[config.mk]
export PLATFORM = sky130hd
export DESIGN_NAME = nmea_position_extractor
export DESIGN_NICKNAME = d
export VERILOG_FILES = /design/src/hw/rtl/nmea_pe_pkg.sv /design/src/hw/rtl/nmea_position_extractor.sv
export VERILOG_INCLUDE_DIRS = /design/src /design/src/hw/rtl
export SDC_FILE = /design/constraint.sdc
export NUM_CORES = 2
export LEC_CHECK = 0
export ABC_CLOCK_PERIOD_IN_PS = 10700
export BUFFER_PORTS_ARGS = -buffer_cell sky130_fd_sc_hd__buf_2
export CORE_MARGIN = 5
export CORE_UTILIZATION = 55
export CTS_BUF_LIST = sky130_fd_sc_hd__clkbuf_4 sky130_fd_sc_hd__clkbuf_8
export CTS_CLUSTER_SIZE = 24
export DETAILED_ROUTE_END_ITERATION = 10
export HOLD_SLACK_MARGIN = 0.12
export PLACE_DENSITY = 0.71
export SETUP_SLACK_MARGIN = 0.1
export SYNTH_ARGS = -nofsm -noshare
export SYNTH_HDL_FRONTEND = slang
export SYNTH_SLANG_ARGS = --single-unit
[constraint.sdc]
create_clock -name clk -period 10.7 [get_ports clk]
set_clock_uncertainty 0.05 [all_clocks]
set_input_delay 0.535 -clock clk [delete_from_list [all_inputs] [get_ports clk]]
set_output_delay 0.535 -clock clk [all_outputs]
set_load 0.1 [all_outputs]
[src/hw/rtl/assert_macros.svh]
// Assertion helpers; clocked on clk, disabled while rst is high.
`ifndef ASSERT_MACROS_SVH
`define ASSERT_MACROS_SVH

`ifndef SYNTHESIS

`define NMEA_ASSERT(lbl, prop) \
  lbl: assert property (@(posedge clk) disable iff (rst) prop) \
    else $error("%m: check failed");

`define NMEA_NEVER(lbl, expr) \
  lbl: assert property (@(posedge clk) disable iff (rst) !(expr)) \
    else $error("%m: forbidden condition seen");

`else

`define NMEA_ASSERT(lbl, prop)

`define NMEA_NEVER(lbl, expr)

`endif

`endif

[src/hw/rtl/nmea_pe_pkg.sv]
package nmea_pe_pkg;

  localparam int MAX_LINE_DEF    = 100;
  localparam int FRAC_DIGITS_DEF = 4;
  localparam int FIFO_DEPTH      = 8;

  localparam logic [7:0] CH_LF    = 8'h0A;
  localparam logic [7:0] CH_NUL   = 8'h00;
  localparam logic [7:0] CH_COMMA = ",";
  localparam logic [7:0] CH_DOT   = ".";
  localparam logic [7:0] CH_S     = "S";
  localparam logic [7:0] CH_W     = "W";
  localparam logic [7:0] CH_0     = "0";
  localparam logic [7:0] CH_9     = "9";

  localparam logic [47:0] HDR_RMC = "$GPRMC";
  localparam logic [47:0] HDR_GGA = "$GPGGA";

  // minute digit accumulation saturates like the sentence source expects
  localparam logic [33:0] MIN_THR = 34'd999999999;
  localparam logic [33:0] MIN_CAP = 34'd9999999999;
  // micro-minutes at 180 degrees: at or above this every result saturates
  localparam logic [33:0] XC      = 34'd10800000000;
  // ceil(2^35 / 15)
  localparam logic [31:0] RECIP15 = 32'h88888889;

  localparam logic [30:0] LAT_LIMIT = 31'd90000000;
  localparam logic [30:0] LON_LIMIT = 31'd180000000;

  typedef struct packed {
    logic [9:0]  deg;
    logic [33:0] mins;
    logic [2:0]  cnt;
    logic        minstop;
    logic        infrac;
    logic        degstop;
    logic        neg;
    logic        nonempty;
  } coord_t;

  function automatic logic [19:0] pow10(input logic [2:0] k);
    logic [19:0] p;
    begin
      case (k)
        3'd0:    p = 20'd1;
        3'd1:    p = 20'd10;
        3'd2:    p = 20'd100;
        3'd3:    p = 20'd1000;
        3'd4:    p = 20'd10000;
        3'd5:    p = 20'd100000;
        default: p = 20'd1000000;
      endcase
      pow10 = p;
    end
  endfunction

  // smallest minute value that reaches XC once scaled by 10^k
  function automatic logic [33:0] sat_thr(input logic [2:0] k);
    logic [33:0] t;
    begin
      case (k)
        3'd0:    t = 34'd10800000000;
        3'd1:    t = 34'd1080000000;
        3'd2:    t = 34'd108000000;
        3'd3:    t = 34'd10800000;
        3'd4:    t = 34'd1080000;
        3'd5:    t = 34'd108000;
        default: t = 34'd10800;
      endcase
      sat_thr = t;
    end
  endfunction

  function automatic logic [7:0] hdr_byte(input logic [2:0] pos, input logic gga);
    logic [47:0] s;
    logic [7:0]  b;
    begin
      s = gga ? HDR_GGA : HDR_RMC;
      case (pos)
        3'd0:    b = s[47:40];
        3'd1:    b = s[39:32];
        3'd2:    b = s[31:24];
        3'd3:    b = s[23:16];
        3'd4:    b = s[15:8];
        default: b = s[7:0];
      endcase
      hdr_byte = b;
    end
  endfunction

  function automatic logic [33:0] min_digit(input logic [33:0] m, input logic [3:0] d);
    begin
      if (m >= MIN_THR) min_digit = MIN_CAP;
      else min_digit = m * 34'd10 + 34'(d);
    end
  endfunction

  function automatic coord_t feed_coord(input coord_t co, input logic [7:0] c,
                                        input logic [1:0] fci, input logic [1:0] deglen,
                                        input logic [2:0] fd);
    coord_t     f;
    logic       digit;
    logic [3:0] d;
    begin
      f = co;
      f.nonempty = 1'b1;
      digit = (c >= CH_0) && (c <= CH_9);
      d = digit ? 4'(c - CH_0) : 4'd0;
      if (fci < deglen) begin
        if (!f.degstop) begin
          if (digit) f.deg = f.deg * 10'd10 + 10'(d);
          else f.degstop = 1'b1;
        end
      end else if (!f.minstop) begin
        if (digit) begin
          if (f.infrac) begin
            if (f.cnt < fd) begin
              f.mins = min_digit(f.mins, d);
              f.cnt  = f.cnt + 3'd1;
            end
          end else begin
            f.mins = min_digit(f.mins, d);
          end
        end else if (c == CH_DOT && !f.infrac) begin
          f.infrac = 1'b1;
        end else begin
          f.minstop = 1'b1;
        end
      end
      feed_coord = f;
    end
  endfunction

endpackage

[src/hw/rtl/nmea_position_extractor.sv]
// NMEA position extractor.
// Slave stream: one received character per item in s_axis_tdata[7:0].
// Lines starting $GPRMC or $GPGGA are parsed as they arrive; at the newline a
// line with nonempty latitude and longitude fields gives one result item on
// the master stream: signed microdegrees, saturated to 90 / 180 degrees.
// A character is taken every cycle while s_axis_tready is high; parsing is a
// single registered update. The coordinate conversion is a three-stage pipeline
// (scale by a power of ten, divide by 60 through a reciprocal multiply, add
// degrees and saturate) feeding an eight-entry output queue; a result passes
// the stage registers and is written to the queue before it is presented.
// s_axis_tready drops only while eight results are in flight or queued, so
// a stalled receiver holds back the input once pipeline and queue hold eight.
// Reset clears the line state, the pipeline and the queue; the first byte
// after reset starts a new line.
`include "assert_macros.svh"

module nmea_position_extractor #(
  parameter int MAX_LINE    = nmea_pe_pkg::MAX_LINE_DEF,
  parameter int FRAC_DIGITS = nmea_pe_pkg::FRAC_DIGITS_DEF
) (
  input  logic        clk,
  input  logic        rst,
  input  logic        s_axis_tvalid,
  output logic        s_axis_tready,
  input  logic [7:0]  s_axis_tdata,   // [7:0] rx_byte
  output logic        m_axis_tvalid,
  input  logic        m_axis_tready,
  output logic [63:0] m_axis_tdata,   // [27:0] latitude_udeg, [56:28] longitude_udeg
  output logic [0:0]  m_axis_tuser    // [0] sentence_kind
);

  localparam int LPW = $clog2(MAX_LINE);
  localparam int PW  = $clog2(nmea_pe_pkg::FIFO_DEPTH);
  localparam logic [2:0] FD = 3'((FRAC_DIGITS > 6) ? 6 : FRAC_DIGITS);
  localparam int EW = 58;

  logic                in_acc, out_acc;
  logic [LPW-1:0]      line_pos, line_pos_next;
  logic [1:0]          hdr_cand, hdr_cand_next;
  logic [2:0]          comma_cnt, comma_cnt_next;
  logic [1:0]          fci, fci_next;
  nmea_pe_pkg::coord_t lat, lat_next, lon, lon_next;
  logic                emit;

  assign in_acc  = s_axis_tvalid & s_axis_tready;
  assign out_acc = m_axis_tvalid & m_axis_tready;

  always_comb begin
    logic [2:0] base;
    base           = hdr_cand[1] ? 3'd2 : 3'd3;
    line_pos_next  = line_pos;
    hdr_cand_next  = hdr_cand;
    comma_cnt_next = comma_cnt;
    fci_next       = fci;
    lat_next       = lat;
    lon_next       = lon;
    emit           = 1'b0;
    if (in_acc) begin
      if (s_axis_tdata == nmea_pe_pkg::CH_LF) begin
        emit = (line_pos >= LPW'(6)) && (hdr_cand != 2'b00) && lat.nonempty && lon.nonempty;
        line_pos_next  = '0;
        hdr_cand_next  = 2'b11;
        comma_cnt_next = '0;
        fci_next       = '0;
        lat_next       = '0;
        lon_next       = '0;
      end else if (line_pos >= LPW'(MAX_LINE - 1)) begin
        line_pos_next = line_pos;
      end else if (s_axis_tdata == nmea_pe_pkg::CH_NUL) begin
        line_pos_next = LPW'(MAX_LINE - 1);
      end else begin
        line_pos_next = line_pos + LPW'(1);
        if (line_pos < LPW'(6)) begin
          if (s_axis_tdata != nmea_pe_pkg::hdr_byte(line_pos[2:0], 1'b0))
            hdr_cand_next[0] = 1'b0;
          if (s_axis_tdata != nmea_pe_pkg::hdr_byte(line_pos[2:0], 1'b1))
            hdr_cand_next[1] = 1'b0;
        end else if (hdr_cand != 2'b00) begin
          if (s_axis_tdata == nmea_pe_pkg::CH_COMMA) begin
            if (comma_cnt != 3'd7) comma_cnt_next = comma_cnt + 3'd1;
            fci_next = '0;
          end else begin
            if (comma_cnt == base) begin
              lat_next = nmea_pe_pkg::feed_coord(lat, s_axis_tdata, fci, 2'd2, FD);
            end else if (comma_cnt == base + 3'd1) begin
              if (fci == 2'd0 && s_axis_tdata == nmea_pe_pkg::CH_S) lat_next.neg = 1'b1;
            end else if (comma_cnt == base + 3'd2) begin
              lon_next = nmea_pe_pkg::feed_coord(lon, s_axis_tdata, fci, 2'd3, FD);
            end else if (comma_cnt == base + 3'd3) begin
              if (fci == 2'd0 && s_axis_tdata == nmea_pe_pkg::CH_W) lon_next.neg = 1'b1;
            end
            if (fci != 2'd3) fci_next = fci + 2'd1;
          end
        end
      end
    end
  end

  always_ff @(posedge clk) begin
    if (rst) begin
      line_pos  <= '0;
      hdr_cand  <= 2'b11;
      comma_cnt <= '0;
      fci       <= '0;
      lat       <= '0;
      lon       <= '0;
    end else begin
      line_pos  <= line_pos_next;
      hdr_cand  <= hdr_cand_next;
      comma_cnt <= comma_cnt_next;
      fci       <= fci_next;
      lat       <= lat_next;
      lon       <= lon_next;
    end
  end

  // conversion pipeline, index 0 latitude, 1 longitude
  logic                s1_valid, s2_valid, s3_valid;
  logic                s1_kind, s2_kind, s3_kind;
  nmea_pe_pkg::coord_t s1_co [2];
  logic [33:0]         s2_x [2];
  logic [29:0]         s2_degp [2];
  logic                s2_neg [2];
  logic [27:0]         s3_q [2];
  logic [29:0]         s3_degp [2];
  logic                s3_neg [2];

  logic [2:0]  k1 [2];
  logic [53:0] mprod [2];
  logic [33:0] x1 [2];
  logic [33:0] xr [2];
  logic [63:0] qp [2];
  logic [30:0] tot [2];
  logic [30:0] tsat [2];
  logic [30:0] val [2];

  always_comb begin
    for (int i = 0; i < 2; i++) begin
      k1[i]    = 3'd6 - s1_co[i].cnt;
      mprod[i] = 54'(s1_co[i].mins) * 54'(nmea_pe_pkg::pow10(k1[i]));
      x1[i]    = (s1_co[i].mins >= nmea_pe_pkg::sat_thr(k1[i])) ? nmea_pe_pkg::XC
                                                                  : mprod[i][33:0];
      xr[i]    = s2_x[i] + 34'd30;
      qp[i]    = 64'(xr[i][33:2]) * 64'(nmea_pe_pkg::RECIP15);
      tot[i]   = 31'(s3_degp[i]) + 31'(s3_q[i]);
      tsat[i]  = (i == 0) ? ((tot[i] > nmea_pe_pkg::LAT_LIMIT) ? nmea_pe_pkg::LAT_LIMIT : tot[i])
                          : ((tot[i] > nmea_pe_pkg::LON_LIMIT) ? nmea_pe_pkg::LON_LIMIT : tot[i]);
      val[i]   = s3_neg[i] ? (31'd0 - tsat[i]) : tsat[i];
    end
  end

  always_ff @(posedge clk) begin
    if (rst) begin
      s1_valid <= 1'b0;
      s2_valid <= 1'b0;
      s3_valid <= 1'b0;
    end else begin
      s1_valid <= emit;
      s2_valid <= s1_valid;
      s3_valid <= s2_valid;
    end
  end

  always_ff @(posedge clk) begin
    s1_co[0] <= lat;
    s1_co[1] <= lon;
    s1_kind  <= hdr_cand[1];
    s2_kind  <= s1_kind;
    s3_kind  <= s2_kind;
    for (int i = 0; i < 2; i++) begin
      s2_x[i]    <= x1[i];
      s2_degp[i] <= 30'(s1_co[i].deg) * 30'd1000000;
      s2_neg[i]  <= s1_co[i].neg;
      s3_q[i]    <= qp[i][62:35];
      s3_degp[i] <= s2_degp[i];
      s3_neg[i]  <= s2_neg[i];
    end
  end

  // output queue
  logic [EW-1:0] fifo_mem [nmea_pe_pkg::FIFO_DEPTH];
  logic [PW-1:0] wr_ptr, rd_ptr;
  logic [PW:0]   fifo_cnt, pending;
  logic [EW-1:0] head;
  logic [27:0]   out_lat;
  logic [28:0]   out_lon;

  always_ff @(posedge clk) begin
    if (s3_valid) fifo_mem[wr_ptr] <= {s3_kind, val[1][28:0], val[0][27:0]};
  end

  always_ff @(posedge clk) begin
    if (rst) begin
      wr_ptr   <= '0;
      rd_ptr   <= '0;
      fifo_cnt <= '0;
      pending  <= '0;
    end else begin
      if (s3_valid) wr_ptr <= wr_ptr + PW'(1);
      if (out_acc) rd_ptr <= rd_ptr + PW'(1);
      fifo_cnt <= fifo_cnt + (PW+1)'(s3_valid) - (PW+1)'(out_acc);
      pending  <= pending + (PW+1)'(emit) - (PW+1)'(out_acc);
    end
  end

  assign head          = fifo_mem[rd_ptr];
  assign out_lat       = head[27:0];
  assign out_lon       = head[56:28];
  assign s_axis_tready = (pending < (PW+1)'(nmea_pe_pkg::FIFO_DEPTH));
  assign m_axis_tvalid = (fifo_cnt != '0);
  assign m_axis_tdata  = {7'd0, out_lon, out_lat};
  assign m_axis_tuser  = head[57];

  `NMEA_ASSERT(a_pending_tally, pending == fifo_cnt + (PW+1)'(s1_valid) + (PW+1)'(s2_valid) + (PW+1)'(s3_valid))
  `NMEA_ASSERT(a_line_clear, (in_acc && s_axis_tdata == nmea_pe_pkg::CH_LF) |=> (line_pos == '0 && hdr_cand == 2'b11))
  `NMEA_ASSERT(a_lat_range, m_axis_tvalid |-> ($signed(out_lat) >= -28'sd90000000 && $signed(out_lat) <= 28'sd90000000))
  `NMEA_ASSERT(a_lon_range, m_axis_tvalid |-> ($signed(out_lon) >= -29'sd180000000 && $signed(out_lon) <= 29'sd180000000))
  `NMEA_NEVER(a_emit_without_header, emit && hdr_cand == 2'b00)

endmodule

Yosys cells after proc, flatten, opt, wreduce, memory -nomap -nowiden. Memories as Yosys holds them, arrays and structs flattened. A register that Yosys moved wholly into a read port is not among the register bits. Index checks and enable logic that the tools add are counted.

Bits in registers: 138. Bits in latches: 0. Memory bits (writable): 804. Memory bits (read-only): 0. Input bits: 12. Output and inout port bits: 67. Logic and storage cells: 306. Memories kept: 8.

Add/sub/neg operators: 27. Multipliers: 10. Divide/modulo/power cells: 0. $lt $le $gt $ge: 16. Equality and inequality tests: 43. Shift-type cells: 0. Mux-type cells: 108. Bitwise gates (word level): 2. Reductions and logical operators: 61.

Memories: fifo_mem (depth 8, bits a word 58, read ports 1, clocked after memory_dff 1, wr ports 1, RTL line nmea_position_extractor.sv:181) `logic [EW-1:0] fifo_mem [nmea_pe_pkg::FIFO_DEPTH];`; s1_co (depth 2, bits a word 52, read ports 2, clocked after memory_dff 0, wr ports 2, RTL line nmea_position_extractor.sv:120) `nmea_pe_pkg::coord_t s1_co [2];`; s2_x (depth 2, bits a word 34, read ports 2, clocked after memory_dff 0, wr ports 2, RTL line nmea_position_extractor.sv:121) `logic [33:0] s2_x [2];`; s3_degp (depth 2, bits a word 30, read ports 2, clocked after memory_dff 0, wr ports 2, RTL line nmea_position_extractor.sv:125) `logic [29:0] s3_degp [2];`; s3_q (depth 2, bits a word 28, read ports 2, clocked after memory_dff 0, wr ports 2, RTL line nmea_position_extractor.sv:124) `logic [27:0] s3_q [2];`; s2_degp (depth 2, bits a word 24, read ports 2, clocked after memory_dff 0, wr ports 2, RTL line nmea_position_extractor.sv:122) `logic [29:0] s2_degp [2];`; +2 memories.

Operators with widths (count): $mux W52 (14); $pmux W34 S6 (2); $pmux W20 S6 (2); $mux W34 (6); $mux W39 (4); $mux W37 (4); $mul A32 B32 Y63 const B (2); $mux W50 (2); $mux W8 (10); $add A34 B4 Y34 (2); $add A34 B5 Y34 const B (2); $ge A34 B30 Y1 const B (2); $ge A34 B34 Y1 (2); $mul A34 B20 Y34 (2); $mul A34 B3 Y33 const B (2); $add A30 B28 Y31 (2); $mux W10 (6); $mux W29 (2); $mux W28 (2); $mul A10 B14 Y24 const B (2); $reduce_bool A2 Y1 (22); $pmux W7 S5 (1); $mux W3 (11); $reduce_and A11 Y1 (3); 60 further kinds (158).

Logic depth before layout (Yosys ltp).
Depth in word-level cells: 19. Mapped depth: 35. Gate-level depth less buffers: 33.

Worst setup path after synthesis. OpenSTA, ideal clock, no wires.

Path kind: flip-flop to flip-flop. Start: memory s1_co[0][6] (netlist bit). End: memory s2_x[0][31]. Data arrival time: 7.656 ns. Required time: 10.521 ns. Slack: 2.864 ns. Cell stages (with the launch flop): 34. Buffers on the path: 3. Clock period less this slack: 7.836 ns. Cells stage by stage: dfxtp_1 > clkbuf_1 > nor2_1 > inv_1 > nor2_1 > or2_2 > clkbuf_1 > clkbuf_1 > ha_1 > inv_1 > fa_1 > inv_1 > fa_1 > ha_1 > fa_1 > inv_1 > fa_1 > inv_1 > fa_1 > inv_1 > fa_1 > inv_1 > ha_1 > a2111o_1 > nor3_1 > o21ai_0 > nor3b_1 > a21o_1 > a31o_2 > o21ai_0 > o21ai_0 > o22ai_1 > xor2_1 > nand2_1.

RTL lines (RTL line): start: declaration (nmea_position_extractor.sv:120); end: declaration (nmea_position_extractor.sv:121).

==> summary.md <==
| Metric | Value |
|---|---|
| Setup TNS | 0 ns |
| Fill count | 13700 |
| CP required | between 10 and 15 ns |
| CTS clk-pin slew, worst paths | 0.06 ns |
| Final instance area | 97700 µm² |
| M3 GR Usage | about 3.8% |
| Worst setup path class | register to register |
| Vias in the first global route | 66800 |
| Layout cells sized above 1 | under 10% |
| Final worst-path cycle share | 86.4% |
| Startpoint type of the worst setup path | register |
| DRC | 0 |
| Asr flop ratio synth | 0% |
| Worst Hold Slack | 0.247 ns |
| Final hold violation count | 0 |
| Total power | 0.00757 W |
| Vias per cell | 5.58 |
| Top cells by count, synth | 1697 x inv_1, 1229 x ha_1, 1068 x fa_1 |
| Area post-placement | 94300 µm² |
| Slowest stage delay, CP | 0.83 ns |
| Most instantiated library cell after synthesis | inv_1 |
| Layout area overhead | 6.92% |
| Reg2Reg Depth | 31 |
| Primary FF master, synth | edfxtp_1 |
| Core Area | ~160000 µm² |
| GR Util met2 | a little over two fifths |
| Worst-Skew Late Latency | 0.86 ns |
| Slew @ Worst Pin | between 1 and 1.5 ns |
| Number of synthesized register bits | 923 |
| Drt pass-1 iters | 6 |
| Outcome | finished, final reports clean |
| Setup Buffers After CTS | 0 |
| CTS HTree Levels | 4 |
| Max cap viols | 0 |
| Worst EP arrival | 9.91 ns |
| # rows | 149 |
| Post-synth EDFFs | between 400 and 500 |
| WL final | 219 mm |
| Tot GR Track Use | 25.5% |
| CTS tree | built |
| Final Wtd Congestion | 0.960 |
| Post-route ant nets | 0 |
| Clock Tree Root | clkbuf_8 |
| Area leader, netlist | fa_1 |
| Met1 Use GR | between 30% and 40% |
| Antenna violations before repair | 10 |
| Final setup fails | 0 |
| Gr ovfl total | 0 |
| Detail Placement HPWL | 171 mm |
| Seq/Total Area, Yosys | between 20% and 30% |
| Fin nets | 11300 |
| Crit Reg-Reg Endpoint | s3_q[0][55]$_DFF_P_ |
| Yosys warns | 0 |
| Reg-to-reg startpoint | s2_x[0][35]$_SDFF_PP0_ |
| Share of the synthesized area in the top cell type | a little under a quarter |
| Worst Setup Slack, final | 1.46 ns |
| Largest fanout on the critical path | 6 |
| Global route hottest layer | met2 |
| Setup crit start | s2_x[0][35]$_SDFF_PP0_ |
| CP Capture Type | register |
| Die width | 418 µm |
| CTS buffer count | 153 |
| CP max-delay cell | o311ai_0 |
| Hold crit path type | input pin to register |
| Die height | about 420 µm |
| Fmax | 0.108 GHz |
| Power density over the cells | around 77 nW/µm² |
| I/O Buffers | 71 |
| Largest net degree at the start of global routing | 67 |
| Synth Instances | just under 9000 |
| Clk buf depth | 3 |
| Global-route wire length before repair | 356 mm |
| CTS Sinks | 923 |
| Synth top area cells | fa_1 23%, ha_1 17%, edfxtp_1 15%, dfxtp_1 10%, inv_1 7.0% |
| IO Count | 79 |
| RSZ-0062 raised after global routing | false |
| Hold path depth | 4 |
| Leak pwr | 48.1 nW |
| Initial Util | ~55% |
| Drt wl/cell | between 15 and 20 µm |
| R2R setup slack | 1.46 ns |
| Final min period | 9.24 ns |
| Relative slew slack | 16.6% |
| Post-synth cell types | 89 |
| Syn_area_per_cell | 10.3 µm² |
| Peak VDD IR | 134 µV |
| Die ar. | 174000 µm² |
| Via count | ~63000 |
| Post_cts resized | 0 |
| Min-delay src | m_axis_tready |
| Detailed router's first-iteration violation count | 4149 |
| Cts hold-fix bufs | 8 |
| Dpl ws | 1.50 ns |
| Slew Viols, Final | 0 |
| Synthesized area | 91400 µm² |
logic make-up after synthesis:
| kind of cell | Yosys count | synth area share, % |
|---|---|---|
| compound gates | 1010 | 7.02 |
| xor+xnor | 466 | 4.47 |
| fa+ha+maj | 2297 | 40.2 |
| buf+inv | 1960 | 8.09 |
| flops | 923 | 25.3 |
| mux | 196 | 3.82 |
| other cells | 1 | 0.00410 |
| simple gates | 2052 | 11.1 |
worst max path at each step:
stage | end | slack, ns | depth (start not counted)
floorplan | s2_x[0][31]$_SDFF_PP1_ | 2.86 | 33
global placement | s3_q[0][55]$_DFF_P_ | 1.71 | 31
detailed placement | s3_q[0][55]$_DFF_P_ | 1.50 | 31
CTS | s3_q[0][55]$_DFF_P_ | 1.48 | 31
global route | s3_q[0][55]$_DFF_P_ | 0.66 | 31
finish | s3_q[0][55]$_DFF_P_ | 1.46 | 31
per-layer routing:
| metal | vias to the layer above | routed length, µm | share of wire (%) |
|---|---|---|---|
| met5 | - | 0 | 0 |
| met3 | 483 | 13000 | 5.9 |
| li1 | 29400 | - | - |
| met2 | 1907 | 106000 | 48 |
| met4 | 0 | 8310 | 3.8 |
| met1 | 31200 | 92000 | 42 |
where the power goes:
group	leakage, nW	internal, W	switching [W]
Sequential	7.52	0.00371	0.0000588
Combinational	38.9	0.000221	0.000310
Clock	1.73	0.00179	0.00148
worst max-delay path, delay by kind of cell (launching register included):
| family | cells | cell delay, ns |
|---|---|---|
| compound gates | 10 | 3.11 |
| fa+ha+maj | 8 | 3.12 |
| flops | 1 | 0.35 |
| xor+xnor | 2 | 0.81 |
| buf+inv | 3 | 0.18 |
| simple gates | 8 | 1.48 |
stage by stage:
stage | std cells | util [%]
final | 11300 | 59.2
after global routing | 11300 | 59.2
after CTS | 11300 | 59.2
after detailed placement | 11000 | 57.2
after global placement | 11000 | 57.2
after floorplan | 8911 | -
flip-flops by register name (all words and copies together) (netlist names), 2 cells and up, named ones only:
| signal | cells |
|---|---|
| fifo_cnt | 4 |
| fci | 2 |
| pending | 4 |
| s3_q | 56 |
| s2_degp | 48 |
| s3_degp | 48 |
| line_pos | 7 |
| hdr_cand | 2 |
| s1_co | 96 |
| s2_x | 66 |
| wr_ptr | 3 |
| s2_neg | 2 |
| comma_cnt | 3 |
| lon | 52 |
| rd_ptr | 3 |
| s3_neg | 2 |
| fifo_mem | 464 |
| lat | 52 |
placed cells by master (no fill, tap or decap), types with 63 or more instances in the layout:
cell type  count
nand2_1      666
xor2_1       153
mux4_2       116
edfxtp_1     464
nor3_1       119
nor2_1       379
dfxtp_1      456
xnor2_1      313
a21oi_1      327
ha_1        1229
mux2_2        63
buf_4         95
nand3_1      114
nand2b_1      66
and2_1       235
fa_1        1068
and3_1       145
clkbuf_8     167
a21o_1        99
inv_1       1697
nor2b_1       82
o21ai_0      195
buf_2         70
cell type report:
| cell class | instances | area (µm²) | share of cell area, % |
|---|---|---|---|
| tap | 2189 | 2740 | 2.80 |
| timing repair buffer | 173 | 1140 | 1.17 |
| inverter | 1700 | 6380 | 6.53 |
| clock inverter | 61 | 641 | 0.656 |
| clock buffer | 214 | 2650 | 2.71 |
| antenna | 7 | 17.5 | 0.0179 |
| sequential | 923 | 23100 | 23.7 |
| multi-input combinational | 6028 | 61000 | 62.4 |
Power figures use the tool's default switching activity.
